==> config.mk <==
export PLATFORM = sky130hd
export DESIGN_NAME = olae_cell
export DESIGN_NICKNAME = d
export VERILOG_FILES = /design/src/design/olae_pkg.sv /design/src/design/olae_cell.sv
export SDC_FILE = /design/constraint.sdc
export NUM_CORES = 1
export LEC_CHECK = 0
export ABC_CLOCK_PERIOD_IN_PS = 10400
export BUFFER_PORTS_ARGS = -buffer_cell sky130_fd_sc_hd__buf_2
export CELL_PAD_IN_SITES_DETAIL_PLACEMENT = 2
export CELL_PAD_IN_SITES_GLOBAL_PLACEMENT = 2
export CORE_ASPECT_RATIO = 0.7
export CORE_UTILIZATION = 23
export DETAILED_ROUTE_END_ITERATION = 10
export GPL_TIMING_DRIVEN = 0
export PLACE_DENSITY_LB_ADDON = 0.1
export SETUP_SLACK_MARGIN = 0.1
export SLEW_MARGIN = 25
export SYNTH_ARGS = -nofsm -noshare
export SYNTH_HDL_FRONTEND = slang
export SYNTH_SLANG_ARGS = --single-unit
==> constraint.sdc <==
create_clock -name i_clk -period 10.4 [get_ports i_clk]
set_input_delay 2.08 -clock i_clk [delete_from_list [all_inputs] [get_ports i_clk]]
set_output_delay 2.08 -clock i_clk [all_outputs]
set_load 0.03 [all_outputs]
==> src/design/olae_pkg.sv <==
// Package of the ordered list engine: request and status codes, cell control types.
// Depends on nothing; the engine, cell, sequencer, checker and testbench import it.
package olae_pkg;

    localparam int OLAE_DEPTH = 128;
    localparam int WORD_W     = 32;
    localparam int POS_W      = 11;

    typedef enum logic [2:0] {
        REQ_APPEND       = 3'd0,
        REQ_INSERT       = 3'd1,
        REQ_REMOVE_VALUE = 3'd2,
        REQ_REMOVE_AT    = 3'd3,
        REQ_SEARCH       = 3'd4,
        REQ_READ         = 3'd5
    } t_req;

    typedef enum logic [1:0] {
        ST_OK       = 2'd0,
        ST_FULL     = 2'd1,
        ST_BADPOS   = 2'd2,
        ST_NOTFOUND = 2'd3
    } t_status;

    typedef enum logic [1:0] {
        CELL_HOLD   = 2'd0,
        CELL_INSERT = 2'd1,
        CELL_REMOVE = 2'd2
    } t_cell_op;

    typedef struct packed {
        t_cell_op          op;
        logic              tok_start;
        logic              tok_clr;
        logic [POS_W-1:0]  pos;
        logic [WORD_W-1:0] data;
    } t_cell_ctl;

    typedef struct packed {
        logic              hit;
        logic [WORD_W-1:0] data;
    } t_cell_status;

endpackage

==> src/design/olae_cell.sv <==
// One cell of the list row: a stored word, a scan token and the shift logic.
// Depends on olae_pkg for the cell control and word types.
module olae_cell import olae_pkg::*; (
    input  logic              i_clk,
    input  logic              i_rst_n,
    input  t_cell_ctl         i_ctl,
    input  logic [POS_W-1:0]  i_index,
    input  logic              i_tok,
    input  logic [WORD_W-1:0] i_lo_word,
    input  logic [WORD_W-1:0] i_hi_word,
    output logic [WORD_W-1:0] o_word,
    output logic              o_tok,
    output logic              o_hit,
    output logic [WORD_W-1:0] o_data
);

    logic [WORD_W-1:0] r_word;
    logic [WORD_W-1:0] n_word;
    logic              r_tok;
    logic              n_tok;

    always_comb begin
        n_word = r_word;
        n_tok  = i_ctl.tok_clr ? 1'b0 : i_tok;
        case (i_ctl.op)
            CELL_INSERT: begin
                if (i_index == i_ctl.pos) begin
                    n_word = i_ctl.data;
                end else if (i_index > i_ctl.pos) begin
                    n_word = i_lo_word;
                end
            end
            CELL_REMOVE: begin
                if (i_index >= i_ctl.pos) begin
                    n_word = i_hi_word;
                end
            end
            CELL_HOLD: begin
                n_word = r_word;
            end
            default: begin
                n_word = r_word;
            end
        endcase
    end

    always_ff @(posedge i_clk) begin
        r_word <= n_word;
        if (!i_rst_n) begin
            r_tok <= 1'b0;
        end else begin
            r_tok <= n_tok;
        end
    end

    assign o_word = r_word;
    assign o_tok  = r_tok;
    assign o_hit  = r_tok && (r_word == i_ctl.data);
    assign o_data = r_tok ? r_word : '0;

endmodule

==> out/metrics.cfg, run 1 <==
[yosys]
ys_seq_elements = 33
synth_area_leaders = edfxtp_1 (37%), mux2i_1 (12%), xnor2_1 (9.9%), and2_1 (7.8%), ha_1 (5.3%)
ys.warnings.count = 0
synthFlopType = edfxtp_1
synth_top_area_cell = edfxtp_1
yosysMostFrequentCell = nand2_1
synth_top_area_share_pct = 37.32
avgSynthCellArea_um2 = 9.866
yosys-top-cells-count = nand2_1 (34), and2_1 (32), edfxtp_1 (32), mux2i_1 (32), xnor2_1 (29)
netlist_area_mm2 = 0.002575
syn-num-nets = 397
synth.distinct_cells = 26
synth-async-reset-ratio_pct = 0
ys_seq_area_share_pct = 38.10
synth_edf_count = 32
syn-instance-count = 261

[detailed_routing]
postRouteAntennaNets = 0
first_pass_iters = 4
vias = 2677
post_drt_wl_per_cell_um = 17.31
drc_errors = 0
routed_wl_um = 10490
first_iter_violations = 48
avgViaCountPerCell = 4.417

[final_layout]
fin_area_mm2 = 0.003881
drive_gt1_share_pct = 46.94
final_util_pct = 36.52
final_nets = 594
areaGrowthSynthToFinish_pct = 50.73
antenna-diode-count = 0

[clocking]
cts_buffers = 5
tritoncts = yes
clk_pin_slew_ns = 0.05
h-tree-depth = 2
cts_buffer_depth = 2
clock-root-buffer = clkbuf_16
hold_buffers = 0
post_cts_buffers = 0
clkSinkCount = 33
cts_resized = 0

[pwr]
clockPowerShare_pct = 29.7
comb_power_share_pct = 32.4
seqPwrFrac_pct = 37.9
power_switching_w = 0.0001669
ir_worst_vdd_mv = 0.07091
intPower_w = 0.0003139
power_density_mw_per_mm2 = 123.9
sw_frac_of_total_pct = 34.71
leakage_nw = 1.737

[critical_path]
worstPathCellList = buf_2 > xnor2_1 > nand4_1 > nor4_1 > nand4_1 > nor4_1 > buf_2
slowest_delay_ns = 0.34
crit_slowest_cell = nor4_1
crit_required_ns = 8.32
cp_max_fo = 2
start_kind = primary input
crit_start = i_ctl[4]
worstSetupPathType = in -> out
crit_arrival_ns = 3.74
crit_path_end_kind = primary output

[timing]
hold_viol_final = 0
slew_violations = 0
finalSetupViolations = 0
grt_setup_unrepaired = false
relSlewSlack_pct = 54.72
fin_crit_ns = 5.823
worst_pin_slew_ns = 0.6792
fmax_ghz = 0.1717
fin_crit_sh_pct = 55.99
setup_tns_ns = 0

[global_routing]
grt_max_degree = 19
grt_pass1_vias = 2980
grt_pass1_wl_um = 15990
antenna_found_initial = 0
grtUsageTotal_pct = 18.35
grt_remaining_overflow = 0

[place]
io_buffers = 189
placed_area_mm2 = 0.003749
gp_congestion = 0.7147
detailed_place_hpwl_um = 8763

[run]
maxCapViolCount = 0

[floorplan]
coreArea_mm2 = 0.01063
row_count = 31
dieArea_mm2 = 0.01163
die_y_um = 90.53
die_x_um = 128.5
initial_utilization_pct = 24.23
ios = 191

[worst_hold_path]
min-delay-path-class = in -> reg
min_from = i_ctl[43]

[status]
outcome = finished, final reports clean

[per-stage QoR]
| step | total power (W) | setup slack (ns) | std cells | hold slack (ns) |
|---|---|---|---|---|
| after floorplan | 0.0002725 | 4.619 | 261 | 2.152 |
| after global placement | 0.0003364 | 3.411 | 598 | 2.247 |
| after detailed placement | 0.0003433 | 4.565 | 599 | 2.254 |
| after CTS | 0.0004870 | 4.547 | 606 | 1.960 |
| after global routing | 0.0005031 | 4.540 | 606 | 1.959 |
| final | 0.0004808 | 4.577 | 606 | 1.962 |
[layer usage]
layer	wire, um	global-route usage [%]	up-vias
li1	-	-	1305
met1	4874	23.59	1259
met2	4840	30.95	107
met3	714	4.976	6
met4	58	2.941	0
met5	0	0	-
[cell type report]
class	count	area (um2)
Buffer	13	80.08
Sequential cell	33	980.9
Timing Repair Buffer	190	973.4
Clock inverter	1	3.754
Fill cell	1295	6746
Tap cell	148	185.2
Inverter	12	45.04
Multi-Input combinational cell	203	1484
Clock buffer	6	128.9
[critical path, delay by kind of cell]
kind	cells	cell delay [ns]
AND/OR/NAND/NOR	4	1.05
buffers and inverters	2	0.36
XOR/XNOR	1	0.26
[logic make-up (layout without fill, tap and decap cells)]
kind of cell             count (synthesis)  in the layout  share of synthesized area, %
AO/OA/AOI/OAI                           41             41                         9.864
XOR/XNOR                                33             33                         11.22
adder cells (fa/ha/maj)                 11             11                         5.345
buffers and inverters                   25            222                         4.859
flip-flops                              33             33                         38.10
multiplexers                            32             32                         12.44
AND/OR/NAND/NOR                         86             86                         18.17
[flip-flops by register name (all words and copies together), names as in the netlist]
name,count
o_tok,1
o_word,32
[power groups by stage]
stage	sequential, W	combinational, W	clock (W)
floorplan	0.000214	0.0000587	0
global placement	0.000185	0.000151	0
detailed placement	0.000185	0.000158	0
CTS	0.000183	0.000159	0.000145
global route	0.000185	0.000168	0.000150
finish	0.000182	0.000156	0.000143
[worst paths after layout]
check,cells after the start,to,slack (ns)
worst max-delay path,7,o_hit,4.58
worst min-delay path,2,o_tok,1.96
[cells in the final DEF (no fill, tap or decap), types with 2 or more instances in the layout]
| cell | instances |
|---|---|
| a21oi_1 | 4 |
| and2_1 | 32 |
| buf_2 | 190 |
| buf_8 | 2 |
| clkbuf_1 | 10 |
| clkbuf_16 | 5 |
| edfxtp_1 | 32 |
| ha_1 | 11 |
| inv_1 | 12 |
| mux2i_1 | 32 |
| nand2_1 | 34 |
| nand3_1 | 2 |
| nand4_1 | 7 |
| nand4_2 | 2 |
| nor2_1 | 2 |
| nor2b_1 | 3 |
| nor4_1 | 3 |
| o21ai_0 | 6 |
| o21ai_1 | 17 |
| o21ai_2 | 12 |
| xnor2_1 | 29 |
| xor2_1 | 4 |
Note: power is estimated with default switching activity, not from simulation.
==> run 2: changes to the inputs <==
--- a/config.mk
+++ b/config.mk
@@ -5,12 +5,12 @@
 export SDC_FILE = /design/constraint.sdc
 export NUM_CORES = 1
 export LEC_CHECK = 0
-export ABC_CLOCK_PERIOD_IN_PS = 10400
+export ABC_CLOCK_PERIOD_IN_PS = 4900
 export BUFFER_PORTS_ARGS = -buffer_cell sky130_fd_sc_hd__buf_2
 export CELL_PAD_IN_SITES_DETAIL_PLACEMENT = 2
 export CELL_PAD_IN_SITES_GLOBAL_PLACEMENT = 2
 export CORE_ASPECT_RATIO = 0.7
-export CORE_UTILIZATION = 23
+export CORE_UTILIZATION = 20
 export DETAILED_ROUTE_END_ITERATION = 10
 export GPL_TIMING_DRIVEN = 0
 export PLACE_DENSITY_LB_ADDON = 0.1
==> constraint.sdc (replaced) <==
create_clock -name i_clk -period 4.9 [get_ports i_clk]
set_input_delay 0.98 -clock i_clk [delete_from_list [all_inputs] [get_ports i_clk]]
set_output_delay 0.98 -clock i_clk [all_outputs]
set_load 0.03 [all_outputs]
==> out/metrics.cfg, run 2 (synthesized netlist as in run 1, its figures left out) <==
[global_routing]
grtUsageTotal_pct = 16.06  ; was 18.35%
grt_remaining_overflow = 0  ; unchanged
grt_max_degree = 19  ; unchanged
antenna_found_initial = 0  ; unchanged
grt_pass1_wl_um = 15840  ; was 15990 um
grt_pass1_vias = 2892  ; was 2980

[critical_path]
start_kind = primary input  ; unchanged
slowest_delay_ns = 0.30  ; was 0.34 ns
worstPathCellList = buf_2 > xnor2_1 > nand4_1 > nor4_1 > nand4_1 > nor4_1 > buf_2  ; unchanged
crit_path_end_kind = primary output  ; unchanged
cp-endpoint = o_hit  ; unchanged
crit_arrival_ns = 2.54  ; was 3.74 ns
crit_start = i_ctl[4]  ; unchanged
cp_max_fo = 2  ; unchanged
crit_required_ns = 3.92  ; was 8.32 ns
crit_slowest_cell = nor4_1  ; unchanged
worstSetupPathType = in -> out  ; unchanged

[timing]
fmax_ghz = 0.2838
finalSetupViolations = 0  ; unchanged
hold_viol_final = 0  ; unchanged
slew_violations = 0  ; unchanged
grt_setup_unrepaired = false  ; unchanged
relSlewSlack_pct = 55.28  ; was 54.72%
worst_pin_slew_ns = 0.6708  ; was 0.6792 ns
fin_crit_ns = 3.524
fin_crit_sh_pct = 71.92

[clocking]
clkSinkCount = 33  ; unchanged
cts_buffer_depth = 2  ; unchanged
hold_buffers = 0  ; unchanged
clock-root-buffer = clkbuf_16  ; unchanged
cts_resized = 0  ; unchanged
h-tree-depth = 2  ; unchanged
cts_buffers = 5  ; unchanged
tritoncts = yes  ; unchanged
clk_pin_slew_ns = 0.05  ; about the same
post_cts_buffers = 0  ; unchanged

[status]
outcome = finished, final reports clean  ; unchanged

[pwr]
ir_worst_vdd_mv = 0.1123  ; was 0.07091 mV
leakage_nw = 1.738  ; was 1.737 nW
power_density_mw_per_mm2 = 260.9  ; was 123.9 mW/mm2
total_power_w = 0.001017  ; was 0.0004808 W

[worst_hold_path]
min-delay-path-class = in -> reg  ; unchanged
min_from = i_ctl[43]  ; unchanged

[floorplan]
dieArea_mm2 = 0.01334  ; was 0.01163 mm2
ios = 191  ; unchanged
row_count = 34  ; was 31
die_y_um = 96.94  ; was 90.53 um
coreArea_mm2 = 0.01251  ; was 0.01063 mm2
die_x_um = 137.6  ; was 128.5 um
initial_utilization_pct = 20.59  ; was 24.23%

[detailed_routing]
first_iter_violations = 36  ; was 48
post_drt_wl_per_cell_um = 17.02  ; was 17.31 um
first_pass_iters = 4  ; unchanged
routed_wl_um = 10540  ; was 10490 um
drc_errors = 0  ; unchanged
postRouteAntennaNets = 0  ; unchanged
avgViaCountPerCell = 4.304  ; was 4.417
vias = 2664  ; was 2677

[place]
io_buffers = 189  ; unchanged
gp_congestion = 0.7195  ; was 0.7147
detailed_place_hpwl_um = 8712  ; was 8763 um
placed_area_mm2 = 0.003766  ; was 0.003749 mm2

[run]
maxCapViolCount = 0  ; unchanged

[final_layout]
antenna-diode-count = 0  ; unchanged
drive_gt1_share_pct = 47.26  ; was 46.94%
areaGrowthSynthToFinish_pct = 51.31  ; was 50.73%
largest_reg_flops = 32  ; unchanged
fin_area_mm2 = 0.003896  ; was 0.003881 mm2
mostFrequentLayoutCell = buf_2  ; unchanged
layout_common_cells = buf_2 (190), nand2_1 (34), mux2i_1 (32), and2_1 (32), edfxtp_1 (32)  ; unchanged
final_nets = 594  ; unchanged

==> run 2: cell types whose count changed in the layout (fill, tap and decap cells not counted) <==
cell      delta
clkinv_1     -1
clkinv_2     +1
clkbuf_1     -1
==> run 2: per-stage QoR <==
step	hold WS [ns]	setup TNS (ns)	utilization, %	setup slack (ns)	cells
detailed placement	1.152	0	30.11	1.277	613
global route	0.8634	0	31.15	1.213	619
floorplan	1.052	0	-	0.5997	261
global placement	1.147	-35.25	29.77	-1.104	612
finish	0.8623	0	31.15	1.376	619
CTS	0.8568	0	31.15	1.319	619
==> run 2: worst min path at each step <==
| stage | end | slack, ns | cells past startpoint |
|---|---|---|---|
| after detailed placement | o_tok | 1.15 | 2 |
| after floorplan | o_tok | 1.05 | 1 |
| after global routing | o_tok | 0.86 | 2 |
| final | o_tok | 0.86 | 2 |
| after CTS | o_tok | 0.86 | 2 |
| after global placement | o_tok | 1.15 | 2 |
==> run 2: worst max-delay path, delay by kind of cell <==
family / cells / cell delay [ns]
buf+inv: 2 / 0.36
simple gates: 4 / 0.95
xor+xnor: 1 / 0.25
==> run 2: layout make-up <==
| class | instances | area, um2 |
|---|---|---|
| clock inverter | 1 | 5.005 |
| tap | 162 | 202.7 |
| multi-input combinational | 203 | 1484 |
| sequential | 33 | 980.9 |
| fill | 1476 | 8611 |
| timing repair buffer | 190 | 973.4 |
| buffer | 13 | 80.08 |
| inverter | 12 | 45.04 |
| clock buffer | 5 | 125.1 |
==> run 2: routing by layer <==
layer / wire length (um) / GRT usage [%] / up-vias
met5: 0 / 0 / -
met4: 60 / 2.790 / 0
met3: 813 / 4.717 / 7
met2: 4763 / 26.48 / 110
met1: 4898 / 20.74 / 1244
li1: - / - / 1303
==> run 2: power breakdown <==
| part | leakage [nW] | switching (W) | internal (W) |
|---|---|---|---|
| Sequential | 0.301 | 0.0000328 | 0.000354 |
| Combinational | 1.37 | 0.000200 | 0.000128 |
| Clock | 0.0655 | 0.000120 | 0.000182 |
