$ cat config.mk
export PLATFORM = sky130hd
export DESIGN_NAME = olae_ctrl
export DESIGN_NICKNAME = d
export VERILOG_FILES = /design/src/design/olae_pkg.sv /design/src/design/olae_ctrl.sv
export SDC_FILE = /design/constraint.sdc
export NUM_CORES = 1
export LEC_CHECK = 0
export ABC_AREA = 1
export BUFFER_PORTS_ARGS = -buffer_cell sky130_fd_sc_hd__buf_2
export CORE_ASPECT_RATIO = 1.5
export CORE_MARGIN = 2
export CORE_UTILIZATION = 52
export DETAILED_ROUTE_END_ITERATION = 8
export HOLD_SLACK_MARGIN = 0.15
export PLACE_DENSITY = 0.79
export SETUP_SLACK_MARGIN = 0.2
export SYNTH_ARGS = -nofsm -noshare
export SYNTH_HDL_FRONTEND = slang
export SYNTH_SLANG_ARGS = --single-unit
$ cat constraint.sdc
create_clock -name i_clk -period 4.4 [get_ports i_clk]
set_input_delay 0.88 -clock i_clk [delete_from_list [all_inputs] [get_ports i_clk]]
set_output_delay 0.88 -clock i_clk [all_outputs]
set_load 0.02 [all_outputs]
$ cat src/design/olae_pkg.sv
// Package of the ordered list engine: request and status codes, cell control types.
// Depends on nothing; the engine, cell, sequencer, checker and testbench import it.
package olae_pkg;

    localparam int OLAE_DEPTH = 128;
    localparam int WORD_W     = 32;
    localparam int POS_W      = 11;

    typedef enum logic [2:0] {
        REQ_APPEND       = 3'd0,
        REQ_INSERT       = 3'd1,
        REQ_REMOVE_VALUE = 3'd2,
        REQ_REMOVE_AT    = 3'd3,
        REQ_SEARCH       = 3'd4,
        REQ_READ         = 3'd5
    } t_req;

    typedef enum logic [1:0] {
        ST_OK       = 2'd0,
        ST_FULL     = 2'd1,
        ST_BADPOS   = 2'd2,
        ST_NOTFOUND = 2'd3
    } t_status;

    typedef enum logic [1:0] {
        CELL_HOLD   = 2'd0,
        CELL_INSERT = 2'd1,
        CELL_REMOVE = 2'd2
    } t_cell_op;

    typedef struct packed {
        t_cell_op          op;
        logic              tok_start;
        logic              tok_clr;
        logic [POS_W-1:0]  pos;
        logic [WORD_W-1:0] data;
    } t_cell_ctl;

    typedef struct packed {
        logic              hit;
        logic [WORD_W-1:0] data;
    } t_cell_status;

endpackage

$ cat src/design/olae_ctrl.sv
// Sequencer of the list engine: decodes requests, keeps the count, steers the cell row
// and holds the result register. Depends on olae_pkg.
module olae_ctrl import olae_pkg::*; #(
    parameter int DEPTH = OLAE_DEPTH
) (
    input  logic         i_clk,
    input  logic         i_rst_n,
    input  logic         i_req_valid,
    output logic         o_req_ready,
    input  logic [2:0]   i_req_type,
    input  logic [31:0]  i_value,
    input  logic [7:0]   i_position,
    input  t_cell_status i_cells,
    output t_cell_ctl    o_ctl,
    output logic         o_rsp_valid,
    input  logic         i_rsp_ready,
    output logic [1:0]   o_status,
    output logic [6:0]   o_found_index,
    output logic [31:0]  o_read_value,
    output logic [7:0]   o_item_total
);

    localparam int CW = $clog2(DEPTH + 1);
    localparam int PW = (CW > 8) ? CW : 8;

    typedef enum logic {
        S_IDLE,
        S_SCAN
    } t_state;

    t_state      r_state, n_state;
    logic [CW-1:0] r_count, n_count;
    logic [CW-1:0] r_scan, n_scan;
    logic [CW-1:0] r_pos, n_pos;
    t_req        r_op, n_op;
    logic [31:0] r_key, n_key;
    logic        r_out_valid, n_out_valid;
    t_status     r_status, n_status;
    logic [6:0]  r_found, n_found;
    logic [31:0] r_rdata, n_rdata;
    logic [7:0]  r_total, n_total;

    logic        w_acc;
    logic        w_fin;
    logic        w_full;
    logic [PW-1:0] w_pos;
    logic [PW-1:0] w_cnt;
    t_status     w_status;
    logic [6:0]  w_found;
    logic [31:0] w_rdata;

    assign o_req_ready = (r_state == S_IDLE) && (!r_out_valid || i_rsp_ready);
    assign w_acc  = i_req_valid && o_req_ready;
    assign w_full = (r_count == CW'(DEPTH));
    assign w_pos  = PW'(i_position);
    assign w_cnt  = PW'(r_count);

    always_comb begin
        n_state     = r_state;
        n_count     = r_count;
        n_scan      = r_scan;
        n_pos       = r_pos;
        n_op        = r_op;
        n_key       = r_key;
        n_out_valid = r_out_valid;
        n_status    = r_status;
        n_found     = r_found;
        n_rdata     = r_rdata;
        n_total     = r_total;
        w_fin       = 1'b0;
        w_status    = ST_OK;
        w_found     = '0;
        w_rdata     = '0;
        o_ctl.op        = CELL_HOLD;
        o_ctl.tok_start = 1'b0;
        o_ctl.tok_clr   = 1'b0;
        o_ctl.pos       = '0;
        o_ctl.data      = r_key;

        if (r_out_valid && i_rsp_ready) begin
            n_out_valid = 1'b0;
        end

        case (r_state)
            S_IDLE: begin
                if (w_acc) begin
                    o_ctl.data = i_value;
                    n_key      = i_value;
                    n_op       = t_req'(i_req_type);
                    n_pos      = CW'(i_position);
                    n_scan     = '0;
                    w_fin      = 1'b1;
                    case (t_req'(i_req_type))
                        REQ_APPEND: begin
                            if (w_full) begin
                                w_status = ST_FULL;
                            end else begin
                                o_ctl.op  = CELL_INSERT;
                                o_ctl.pos = POS_W'(r_count);
                                n_count   = r_count + 1'b1;
                            end
                        end
                        REQ_INSERT: begin
                            if (w_full) begin
                                w_status = ST_FULL;
                            end else if (w_pos > w_cnt) begin
                                w_status = ST_BADPOS;
                            end else begin
                                o_ctl.op  = CELL_INSERT;
                                o_ctl.pos = POS_W'(w_pos);
                                n_count   = r_count + 1'b1;
                            end
                        end
                        REQ_REMOVE_AT: begin
                            if (w_pos >= w_cnt) begin
                                w_status = ST_BADPOS;
                            end else begin
                                o_ctl.op  = CELL_REMOVE;
                                o_ctl.pos = POS_W'(w_pos);
                                n_count   = r_count - 1'b1;
                            end
                        end
                        REQ_REMOVE_VALUE, REQ_SEARCH: begin
                            o_ctl.tok_start = 1'b1;
                            n_state         = S_SCAN;
                            w_fin           = 1'b0;
                        end
                        REQ_READ: begin
                            if (w_pos >= w_cnt) begin
                                w_status = ST_BADPOS;
                            end else begin
                                o_ctl.tok_start = 1'b1;
                                n_state         = S_SCAN;
                                w_fin           = 1'b0;
                            end
                        end
                        default: begin
                            w_status = ST_OK;
                        end
                    endcase
                end
            end
            S_SCAN: begin
                case (r_op)
                    REQ_READ: begin
                        if (r_scan == r_pos) begin
                            w_rdata       = i_cells.data;
                            o_ctl.tok_clr = 1'b1;
                            w_fin         = 1'b1;
                        end else begin
                            n_scan = r_scan + 1'b1;
                        end
                    end
                    default: begin
                        if (r_scan >= r_count) begin
                            w_status      = ST_NOTFOUND;
                            o_ctl.tok_clr = 1'b1;
                            w_fin         = 1'b1;
                        end else if (i_cells.hit) begin
                            o_ctl.tok_clr = 1'b1;
                            w_fin         = 1'b1;
                            if (r_op == REQ_REMOVE_VALUE) begin
                                o_ctl.op  = CELL_REMOVE;
                                o_ctl.pos = POS_W'(r_scan);
                                n_count   = r_count - 1'b1;
                            end else begin
                                w_found = 7'(r_scan);
                            end
                        end else begin
                            n_scan = r_scan + 1'b1;
                        end
                    end
                endcase
            end
            default: begin
                n_state = S_IDLE;
            end
        endcase

        if (w_fin) begin
            n_state     = S_IDLE;
            n_out_valid = 1'b1;
            n_status    = w_status;
            n_found     = w_found;
            n_rdata     = w_rdata;
            n_total     = 8'(n_count);
        end
    end

    always_ff @(posedge i_clk) begin
        r_scan   <= n_scan;
        r_pos    <= n_pos;
        r_op     <= n_op;
        r_key    <= n_key;
        r_status <= n_status;
        r_found  <= n_found;
        r_rdata  <= n_rdata;
        r_total  <= n_total;
        if (!i_rst_n) begin
            r_state     <= S_IDLE;
            r_count     <= '0;
            r_out_valid <= 1'b0;
        end else begin
            r_state     <= n_state;
            r_count     <= n_count;
            r_out_valid <= n_out_valid;
        end
    end

    assign o_rsp_valid   = r_out_valid;
    assign o_status      = r_status;
    assign o_found_index = r_found;
    assign o_read_value  = r_rdata;
    assign o_item_total  = r_total;

endmodule

==> results of run 1 <==
-- stage by stage --
step                std cells   util
finish                   1015  0.649
global route             1015  0.649
CTS                      1015  0.649
detailed placement        999  0.620
global placement          999  0.620
floorplan                 685      -
-- cell usage in the layout, fill, tap and decap left out, drive strengths merged, types with 3 or more instances in the layout --
cell type	count
buf	186
a21oi	29
nor3	8
o21ai	22
ha	21
edfxtp	100
dfxtp	10
nand2	209
clkbuf	10
xor2	5
o22ai	7
inv	99
conb	3
xnor2	4
nand4	12
nand3	42
a22oi	6
nor2	78
-- sequential cells by signal (all words and copies together) (netlist names) --
register	cells
o_rsp_valid	1
o_read_value	32
o_found_index	7
r_op	3
r_pos	8
o_item_total	8
r_key	32
r_state	1
r_count	8
r_scan	8
o_status	2
-- cells by family after synthesis --
kind of cell	share of synthesized area
flip-flops	0.534
AO/OA/AOI/OAI	0.0687
buffers and inverters	0.0829
XOR/XNOR	0.0132
adder cells (fa/ha/maj)	0.0438
other	0.000626
AND/OR/NAND/NOR	0.256
-- Yosys cell counts (2+ instances only) --
| cell | number | share of area |
|---|---|---|
| nor3_1 | 7 | 0.0058 |
| nor2_4 | 3 | 0.0056 |
| nand4_1 | 12 | 0.013 |
| xor2_1 | 5 | 0.0073 |
| inv_4 | 2 | 0.0021 |
| nand2_4 | 2 | 0.0038 |
| buf_6 | 2 | 0.0038 |
| buf_4 | 6 | 0.0075 |
| o31ai_1 | 2 | 0.0025 |
| a22oi_1 | 6 | 0.0075 |
| nand3_1 | 37 | 0.031 |
| a21oi_1 | 28 | 0.023 |
| nand2_2 | 7 | 0.0073 |
| inv_1 | 90 | 0.056 |
| o21ai_1 | 6 | 0.0050 |
| buf_2 | 6 | 0.0050 |
| inv_2 | 5 | 0.0031 |
| o22ai_1 | 7 | 0.0073 |
| edfxtp_1 | 100 | 0.50 |
| xnor2_1 | 4 | 0.0058 |
| nor2_1 | 69 | 0.043 |
| o21ai_0 | 15 | 0.013 |
| nor2_2 | 5 | 0.0052 |
| ha_1 | 21 | 0.044 |
| nand3_2 | 5 | 0.0084 |
| clkbuf_1 | 8 | 0.0050 |
| nand2_1 | 200 | 0.13 |
| dfxtp_1 | 10 | 0.033 |
-- cell type report --
cell class	instances	area (um2)	share of cell area
sequential	110	3200	0.435
multi-input combinational	456	2310	0.313
timing repair buffer	186	973	0.132
inverter	97	369	0.0501
clock buffer	10	239	0.0324
tap	150	188	0.0255
clock inverter	6	90.1	0.0122
-- power by group --
group / internal, uW / switching [uW] / total (uW) / leakage [uW]
clock: 517 / 363 / 881 / 0.000159
combinational: 197 / 443 / 640 / 0.00240
sequential: 1250 / 34.7 / 1290 / 0.00106
-- how the worst max path moves through the flow --
| stage | start | end | slack (ns) | depth (start not counted) |
|---|---|---|---|---|
| 2_1_floorplan | i_position[7] | o_rsp_valid | 0.64 | 10 |
| 3_3_place_gp | i_position[3] | o_ctl[37] | 0.69 | 14 |
| 3_5_place_dp | i_position[3] | o_ctl[37] | 0.65 | 14 |
| 4_1_cts | r_count[7] | o_ctl[37] | 0.59 | 11 |
| 5_1_grt | r_count[1] | o_ctl[33] | 0.34 | 16 |
| 6_report | r_count[7] | o_ctl[37] | 0.55 | 11 |
-- layer usage --
layer  GRT usage  vias to the layer above
li1            -                     2597
met1       0.273                     2276
met2       0.440                      258
met3      0.0434                       49
met4       0.141                        0
met5           0                        -
==> impl_metrics.py, run 1 <==
metrics = {
    "clock_network": {
        "clk_pin_slew_ns": 0.07,
        "cts_sinks": 110,
        "cts_buffers": 9,
        "clk_path_buf_depth": 2,
        "cts_max_level": 3,
        "cts_root_buf": "clkbuf_16",
        "ctsHoldBuffers": 0,
        "clock_latency_ns": 0.35,
        "cts_resized": 0,
        "cts_tree": "yes",
        "postCtsSetupRepairBufs": 0,
    },
    "critical_path": {
        "timing.rr.end": "o_read_value[23]",
        "path_max_fanout": 8,
        "cpLargestDelayFamily": "simple AND/OR/NAND/NOR gates",
        "crit_arrival_ns": 2.97,
        "slowest_delay_ns": 0.45,
        "cp-start-kind": "flip-flop",
        "slowest_stage": "dfxtp_1",
        "path_common_cell": "inv_1",
        "reg2regPathDepth": 11,
        "worstReg2RegStart": "r_count[7]",
        "required_ns": 3.52,
        "path_class": "reg -> out",
        "r2r_setup_slack_ns": 1.40,
        "end_kind": "primary output",
        "crit_buf_inv": 3,
        "crit_chain": "inv_1 > ha_1 > a21o_1 > nor2_4 > nand3_2 > nor2_1 > inv_1 > nand2_2 > a22oi_1 > o22ai_1 > buf_2",
    },
    "route": {
        "vias": 5180,
        "wl_met1_um": 5700,
        "drt_pass1_iterations": 5,
        "routed-wl-met3_um": 1120,
        "wl_per_cell_um": 14.9,
        "ant_nets": 0,
        "drc_errors": 0,
        "routed.top_layer": "met4",
        "finalWirelength_um": 15200,
        "dr_wl_met2_um": 7640,
        "vias_per_cell": 5.10,
        "first_iter_violations": 306,
    },
    "timing": {
        "tightest_slew_ns": 0.918,
        "grt_setup_unrepaired": "false",
        "worst_slack_ns": 0.554,
        "hold_viol": 0,
        "fmax_mhz": 260,
        "maxSlewViolCount": 0,
        "period_share": 0.874,
        "min_period_ns": 3.85,
        "final-setup-viol-count": 0,
        "finClkSkew_ns": 0.00899,
        "timing.slew.headroom": 0.388,
        "fin_tns_setup_ns": 0,
        "timing.hold.ws_ns": 0.599,
    },
    "synth": {
        "ys_seq_area_frac": 0.534,
        "synth_cell_types": 41,
        "avgSynthCellArea_um2": 8.77,
        "ys_ff_latch": 110,
        "ys.warnings.count": 0,
        "netlist_area_mm2": 0.00599,
        "synth-async-reset-ratio": 0,
        "synthCells": 683,
        "dominantRegCellSynth": "edfxtp_1",
        "synth_edf_count": 100,
    },
    "global_routing": {
        "grt_pass1_vias": 4912,
        "grt_overflow": 0,
        "antenna_found_initial": 0,
        "grt_pass1_wl_um": 23600,
        "grt_start_max_net_pins": 80,
        "track_usage": 0.246,
    },
    "worst_hold_path": {
        "holdPathStages": 1,
        "hold_class": "reg -> reg",
        "whs_endpoint": "r_scan[0]",
        "min-delay-start": "r_scan[0]",
    },
    "power": {
        "peakVddDrop_mv": 0.261,
        "powerDensity_mw_per_mm2": 381,
        "power_uw": 2810,
        "p_leak_uw": 0.00362,
    },
    "run": {
        "max-cap-violations": 0,
    },
    "placed_design": {
        "port_buffers": 174,
        "place_hpwl_um": 11600,
        "post-place-ws_ns": 0.654,
        "place_congestion": 1.02,
        "postPlaceCellArea_mm2": 0.00704,
    },
    "finish": {
        "finalInstanceArea_mm2": 0.00737,
        "diodes": 0,
        "num-nets-final": 961,
        "layout-drive-gt1-share": 0.276,
        "fill_cells": 995,
        "syn_to_final_growth_pct": 22.9,
    },
    "die": {
        "core_mm2": 0.0114,
        "initial_core_util": 0.528,
        "rows": 48,
        "pin_count": 178,
        "die_h_um": 135,
        "dieArea_mm2": 0.0124,
        "die_w_um": 91.7,
    },
    "run_status": {
        "status": "finished, final reports clean",
    },
}
(Power assumes the default switching activity.)
==> inputs of run 2 (changes only) <==
--- a/config.mk
+++ b/config.mk
@@ -13,6 +13,7 @@
 export DETAILED_ROUTE_END_ITERATION = 8
 export HOLD_SLACK_MARGIN = 0.15
 export PLACE_DENSITY = 0.79
+export RECOVER_POWER = 25
 export SETUP_SLACK_MARGIN = 0.2
 export SYNTH_ARGS = -nofsm -noshare
 export SYNTH_HDL_FRONTEND = slang
==> constraint.sdc (replaced) <==
create_clock -name i_clk -period 4.4 [get_ports i_clk]
set_input_delay 0.88 -clock i_clk [delete_from_list [all_inputs] [get_ports i_clk]]
set_output_delay 0.88 -clock i_clk [all_outputs]
set_load 0.1 [all_outputs]
==> impl_metrics.py, run 2 (synthesis results as in run 1) <==
metrics = {
    "critical_path": {
        "timing.rr.end": "r_scan[6]",
        "path_class": "reg -> out",
        "reg2regPathDepth": 9,
        "cp-startpoint": "r_count[1]",
        "required_ns": 3.52,
        "crit_arrival_ns": 3.12,
        "end_kind": "primary output",
        "path_max_fanout": 8,
        "cp-start-kind": "flip-flop",
        "r2r_setup_slack_ns": 1.31,
        "worstReg2RegStart": "r_count[1]",
        "crit_end": "o_ctl[39]",
    },
    "route": {
        "ant_nets": 0,
        "finalWirelength_um": 15400,
        "wl_per_cell_um": 15.1,
        "drc_errors": 1,
        "first_iter_violations": 363,
        "drt_pass1_iterations": 7,
        "vias": 5197,
        "vias_per_cell": 5.12,
    },
    "finish": {
        "num-nets-final": 962,
        "final_common_cell": "nand2_1",
        "syn_to_final_growth_pct": 23.4,
        "diodes": 0,
        "final_cell_mix": "nand2_1, buf_2, edfxtp_1, inv_1, nor2_1",
        "layout-drive-gt1-share": 0.262,
    },
    "timing": {
        "fin_tns_setup_ns": 0,
        "timing.slew.headroom": 0.227,
        "final-setup-viol-count": 0,
        "worst_slack_ns": 0.398,
        "maxSlewViolCount": 0,
        "hold_viol": 0,
        "period_share": 0.910,
        "finClkSkew_ns": 0.00685,
        "min_period_ns": 4.00,
        "fmax_mhz": 250,
        "grt_setup_unrepaired": "true",
        "tightest_slew_ns": 1.16,
        "timing.hold.ws_ns": 0.612,
    },
    "clock_network": {
        "clk_path_buf_depth": 2,
        "cts_sinks": 110,
        "clock_latency_ns": 0.36,
        "cts_root_buf": "clkbuf_16",
        "clk_pin_slew_ns": 0.07,
        "cts_tree": "yes",
        "cts_buffers": 9,
        "cts_max_level": 3,
    },
    "run_status": {
        "status": "finished, violations left",
        "failed_checks": "design-rule violations",
    },
    "global_routing": {
        "antenna_found_initial": 0,
        "grt_pass1_vias": 4906,
        "grt_pass1_wl_um": 23800,
        "grt_start_max_net_pins": 70,
        "grt_overflow": 0,
        "track_usage": 0.248,
    },
    "placed_design": {
        "port_buffers": 174,
        "place_hpwl_um": 11800,
        "post-place-ws_ns": 0.449,
        "place_congestion": 1.00,
    },
    "worst_hold_path": {
        "min-delay-start": "o_rsp_valid",
        "hold_class": "reg -> reg",
    },
    "run": {
        "max-cap-violations": 0,
    },
    "die": {
        "dieArea_mm2": 0.0124,
        "pin_count": 178,
        "core_mm2": 0.0114,
        "die_w_um": 91.7,
        "die_h_um": 135,
        "rows": 48,
        "initial_core_util": 0.528,
    },
    "power": {
        "p_leak_uw": 0.00353,
        "peakVddDrop_mv": 0.330,
        "power_uw": 3260,
        "powerDensity_mw_per_mm2": 441,
    },
}
## run 2: timing repair
item | 4_1_cts | 5_1_grt
endpoints found under the setup margin | 0 | 2
buffers inserted | 0 | 0
resized for setup | 0 | 2
hold buffers | 0 | 0
## run 2: metrics by stage
step | instances | utilization | instance area (um2)
after floorplan | 685 | - | 6080
after global placement | 1000 | 0.630 | 7150
after detailed placement | 1000 | 0.630 | 7150
after CTS | 1016 | 0.655 | 7430
after global routing | 1016 | 0.651 | 7390
final | 1016 | 0.651 | 7390
## run 2: layout make-up
type	instances	area, um2
Fill cell	980	3960
Sequential cell	110	3200
Clock buffer	9	225
Clock inverter	7	56.3
Timing Repair Buffer	187	977
Tap cell	150	188
Multi-Input combinational cell	456	2370
Inverter	97	369
## run 2: worst min-delay path by stage
stage / endpoint / cells past startpoint
after floorplan: r_scan[0] / 1
after global placement: r_scan[0] / 1
after detailed placement: r_scan[0] / 1
after CTS: r_scan[0] / 1
after global routing: r_scan[0] / 1
final: o_rsp_valid / 4
## run 2: routing by layer
metal	wire [um]	global-route usage	up-vias
met3	1270	0.0640	43
li1	-	-	2595
met1	5810	0.276	2300
met5	0	0	-
met4	547	0.127	0
met2	7730	0.435	259
## run 2: worst max-delay path: stages, from the launching register on
cell and delay [ns]:
dfxtp_1 0.47, inv_1 0.24, ha_1 0.34, nand2_1 0.07
nand2_1 0.05, nand2_1 0.05, nand2_1 0.04, nand2_1 0.16
nand3_2 0.10, nor2_1 0.24, inv_1 0.13, nand2_2 0.17
nand2_1 0.07, o21ai_1 0.07, nand2_1 0.06, o21ai_1 0.13
clkbuf_4 0.36
## run 2: power by group
group,switching (uW),internal (uW)
clock,385,390
combinational,993,204
sequential,38.6,1250
total,1420,1850
==> inputs of run 3 (changes only) <==
--- a/config.mk
+++ b/config.mk
@@ -6,13 +6,14 @@
 export NUM_CORES = 1
 export LEC_CHECK = 0
 export ABC_AREA = 1
-export BUFFER_PORTS_ARGS = -buffer_cell sky130_fd_sc_hd__buf_2
+export CAP_MARGIN = 20
 export CORE_ASPECT_RATIO = 1.5
 export CORE_MARGIN = 2
-export CORE_UTILIZATION = 52
+export CORE_UTILIZATION = 55
 export DETAILED_ROUTE_END_ITERATION = 8
+export DONT_BUFFER_PORTS = 1
 export HOLD_SLACK_MARGIN = 0.15
-export PLACE_DENSITY = 0.79
+export PLACE_DENSITY = 0.69
 export RECOVER_POWER = 25
 export SETUP_SLACK_MARGIN = 0.2
 export SYNTH_ARGS = -nofsm -noshare
==> constraint.sdc (replaced) <==
create_clock -name i_clk -period 4.4 [get_ports i_clk]
set_input_delay 0.22 -clock i_clk [delete_from_list [all_inputs] [get_ports i_clk]]
set_output_delay 0.22 -clock i_clk [all_outputs]
set_load 0.1 [all_outputs]
==> impl_metrics.py, run 3 (synthesis results as in run 1) <==
metrics = {
    "die": {
        "initial_core_util": 0.566,
        "die_w_um": 89.2,
        "die_h_um": 132,
        "core_mm2": 0.0106,
        "dieArea_mm2": 0.0118,
        "rows": 46,
        "pin_count": 178,
    },
    "route": {
        "vias": 5184,
        "first_iter_violations": 453,
        "vias_per_cell": 5.46,
        "finalWirelength_um": 16900,
        "drt_pass1_iterations": 6,
        "ant_nets": 0,
        "wl_per_cell_um": 17.8,
        "drc_errors": 0,
    },
    "clock_network": {
        "cts_buffers": 9,
        "clk_pin_slew_ns": 0.07,
        "cts_tree": "yes",
        "clk_path_buf_depth": 2,
        "clock_latency_ns": 0.35,
        "cts_max_level": 3,
        "cts_root_buf": "clkbuf_16",
        "postCtsSetupRepairBufs": 0,
        "cts_sinks": 110,
        "cts_resized": 0,
    },
    "power": {
        "peakVddDrop_mv": 0.300,
        "p_leak_uw": 0.00352,
        "powerDensity_mw_per_mm2": 424,
    },
    "finish": {
        "num-nets-final": 902,
        "syn_to_final_growth_pct": 32.3,
        "layout-drive-gt1-share": 0.139,
        "diodes": 0,
        "stdcell_count": 950,
        "final_cell_mix": "nand2_1, edfxtp_1, inv_1, dlygate4sd3_1, nor2_1",
        "final_common_cell": "nand2_1",
        "fin_util": 0.749,
    },
    "worst_hold_path": {
        "hold_class": "in -> reg",
    },
    "placed_design": {
        "place_congestion": 0.893,
        "place_hpwl_um": 11600,
        "dp.cells": 858,
        "port_buffers": 0,
        "post-place-ws_ns": 1.00,
    },
    "global_routing": {
        "grt_start_max_net_pins": 52,
        "grt_pass1_wl_um": 26300,
        "grt_overflow": 0,
        "antenna_found_initial": 0,
        "track_usage": 0.289,
        "grt_pass1_vias": 5239,
    },
    "timing": {
        "finClkSkew_ns": 0.00748,
        "tightest_slew_ns": 1.20,
        "maxSlewViolCount": 0,
        "min_period_ns": 3.80,
        "grt_setup_unrepaired": "false",
        "final-setup-viol-count": 0,
        "period_share": 0.864,
        "fmax_mhz": 263,
        "hold_viol": 0,
        "timing.slew.headroom": 0.204,
        "fin_tns_setup_ns": 0,
        "worst_slack_ns": 0.598,
    },
    "critical_path": {
        "cp-start-kind": "flip-flop",
        "cp-startpoint": "o_rsp_valid",
        "worstReg2RegStart": "r_state",
        "end_kind": "primary output",
        "required_ns": 4.18,
        "crit_end": "o_ctl[39]",
        "reg2regPathDepth": 8,
        "r2r_setup_slack_ns": 0.94,
        "path_class": "reg -> out",
        "timing.rr.end": "o_status[0]",
        "path_max_fanout": 44,
        "crit_arrival_ns": 3.58,
    },
    "run_status": {
        "status": "finished, final reports clean",
    },
    "run": {
        "max-cap-violations": 0,
    },
}
-- run 3: per-layer routing --
| metal | share of wire | track usage |
|---|---|---|
| met1 | 0.38 | 0.347 |
| met2 | 0.51 | 0.495 |
| met3 | 0.079 | 0.0695 |
| met4 | 0.030 | 0.102 |
| met5 | 0 | 0 |
-- run 3: layout make-up --
type	count	area (um2)
flip-flops and latches	110	3200
fillers	747	2660
multi-input cells	456	2360
repair buffers	127	1540
inverters	97	369
clock buffers	11	233
well taps	144	180
clock inverters	5	42.5
-- run 3: timing repair --
item | 4_1_cts | 5_1_grt
hold buffers | 76 | 0
endpoints found under the hold margin | 78 | 0
setup endpoints to repair | 0 | 0
-- run 3: critical path, cell delays in order, from the launching register on --
cell and delay (ns):
dfxtp_1 0.32, nand2_1 0.07, inv_1 0.06, nor2_2 0.85, nand2_2 0.72, inv_2 0.22
buf_4 0.44, nand2_1 0.14, o21ai_2 0.07, buf_4 0.31
-- run 3: report_power, final --
part / internal, uW / total (uW) / leakage, uW / switching [uW]
logic: 297 / 950 / 0.00233 / 653
registers: 1260 / 1650 / 0.00106 / 389
clock network: 391 / 761 / 0.000131 / 370
-- run 3: worst min-delay path by stage --
stage                from          to  cells after the start
6_report          i_rst_n  r_count[4]                      2
3_5_place_dp   i_value[9]    r_key[9]                      0
5_1_grt           i_rst_n  r_count[5]                      2
3_3_place_gp   i_value[7]    r_key[7]                      0
2_1_floorplan     i_rst_n  r_count[6]                      2
4_1_cts           i_rst_n  r_count[4]                      2
-- run 3: stage by stage --
step                      total power (uW)  instance area, um2  hold slack (ns)
after floorplan                       2270                6000            0.318
after global placement                2540                6900            0.319
after detailed placement              2560                6900            0.319
after CTS                             3360                7940            0.165
after global routing                  3470                7930            0.181
final                                 3360                7930            0.155
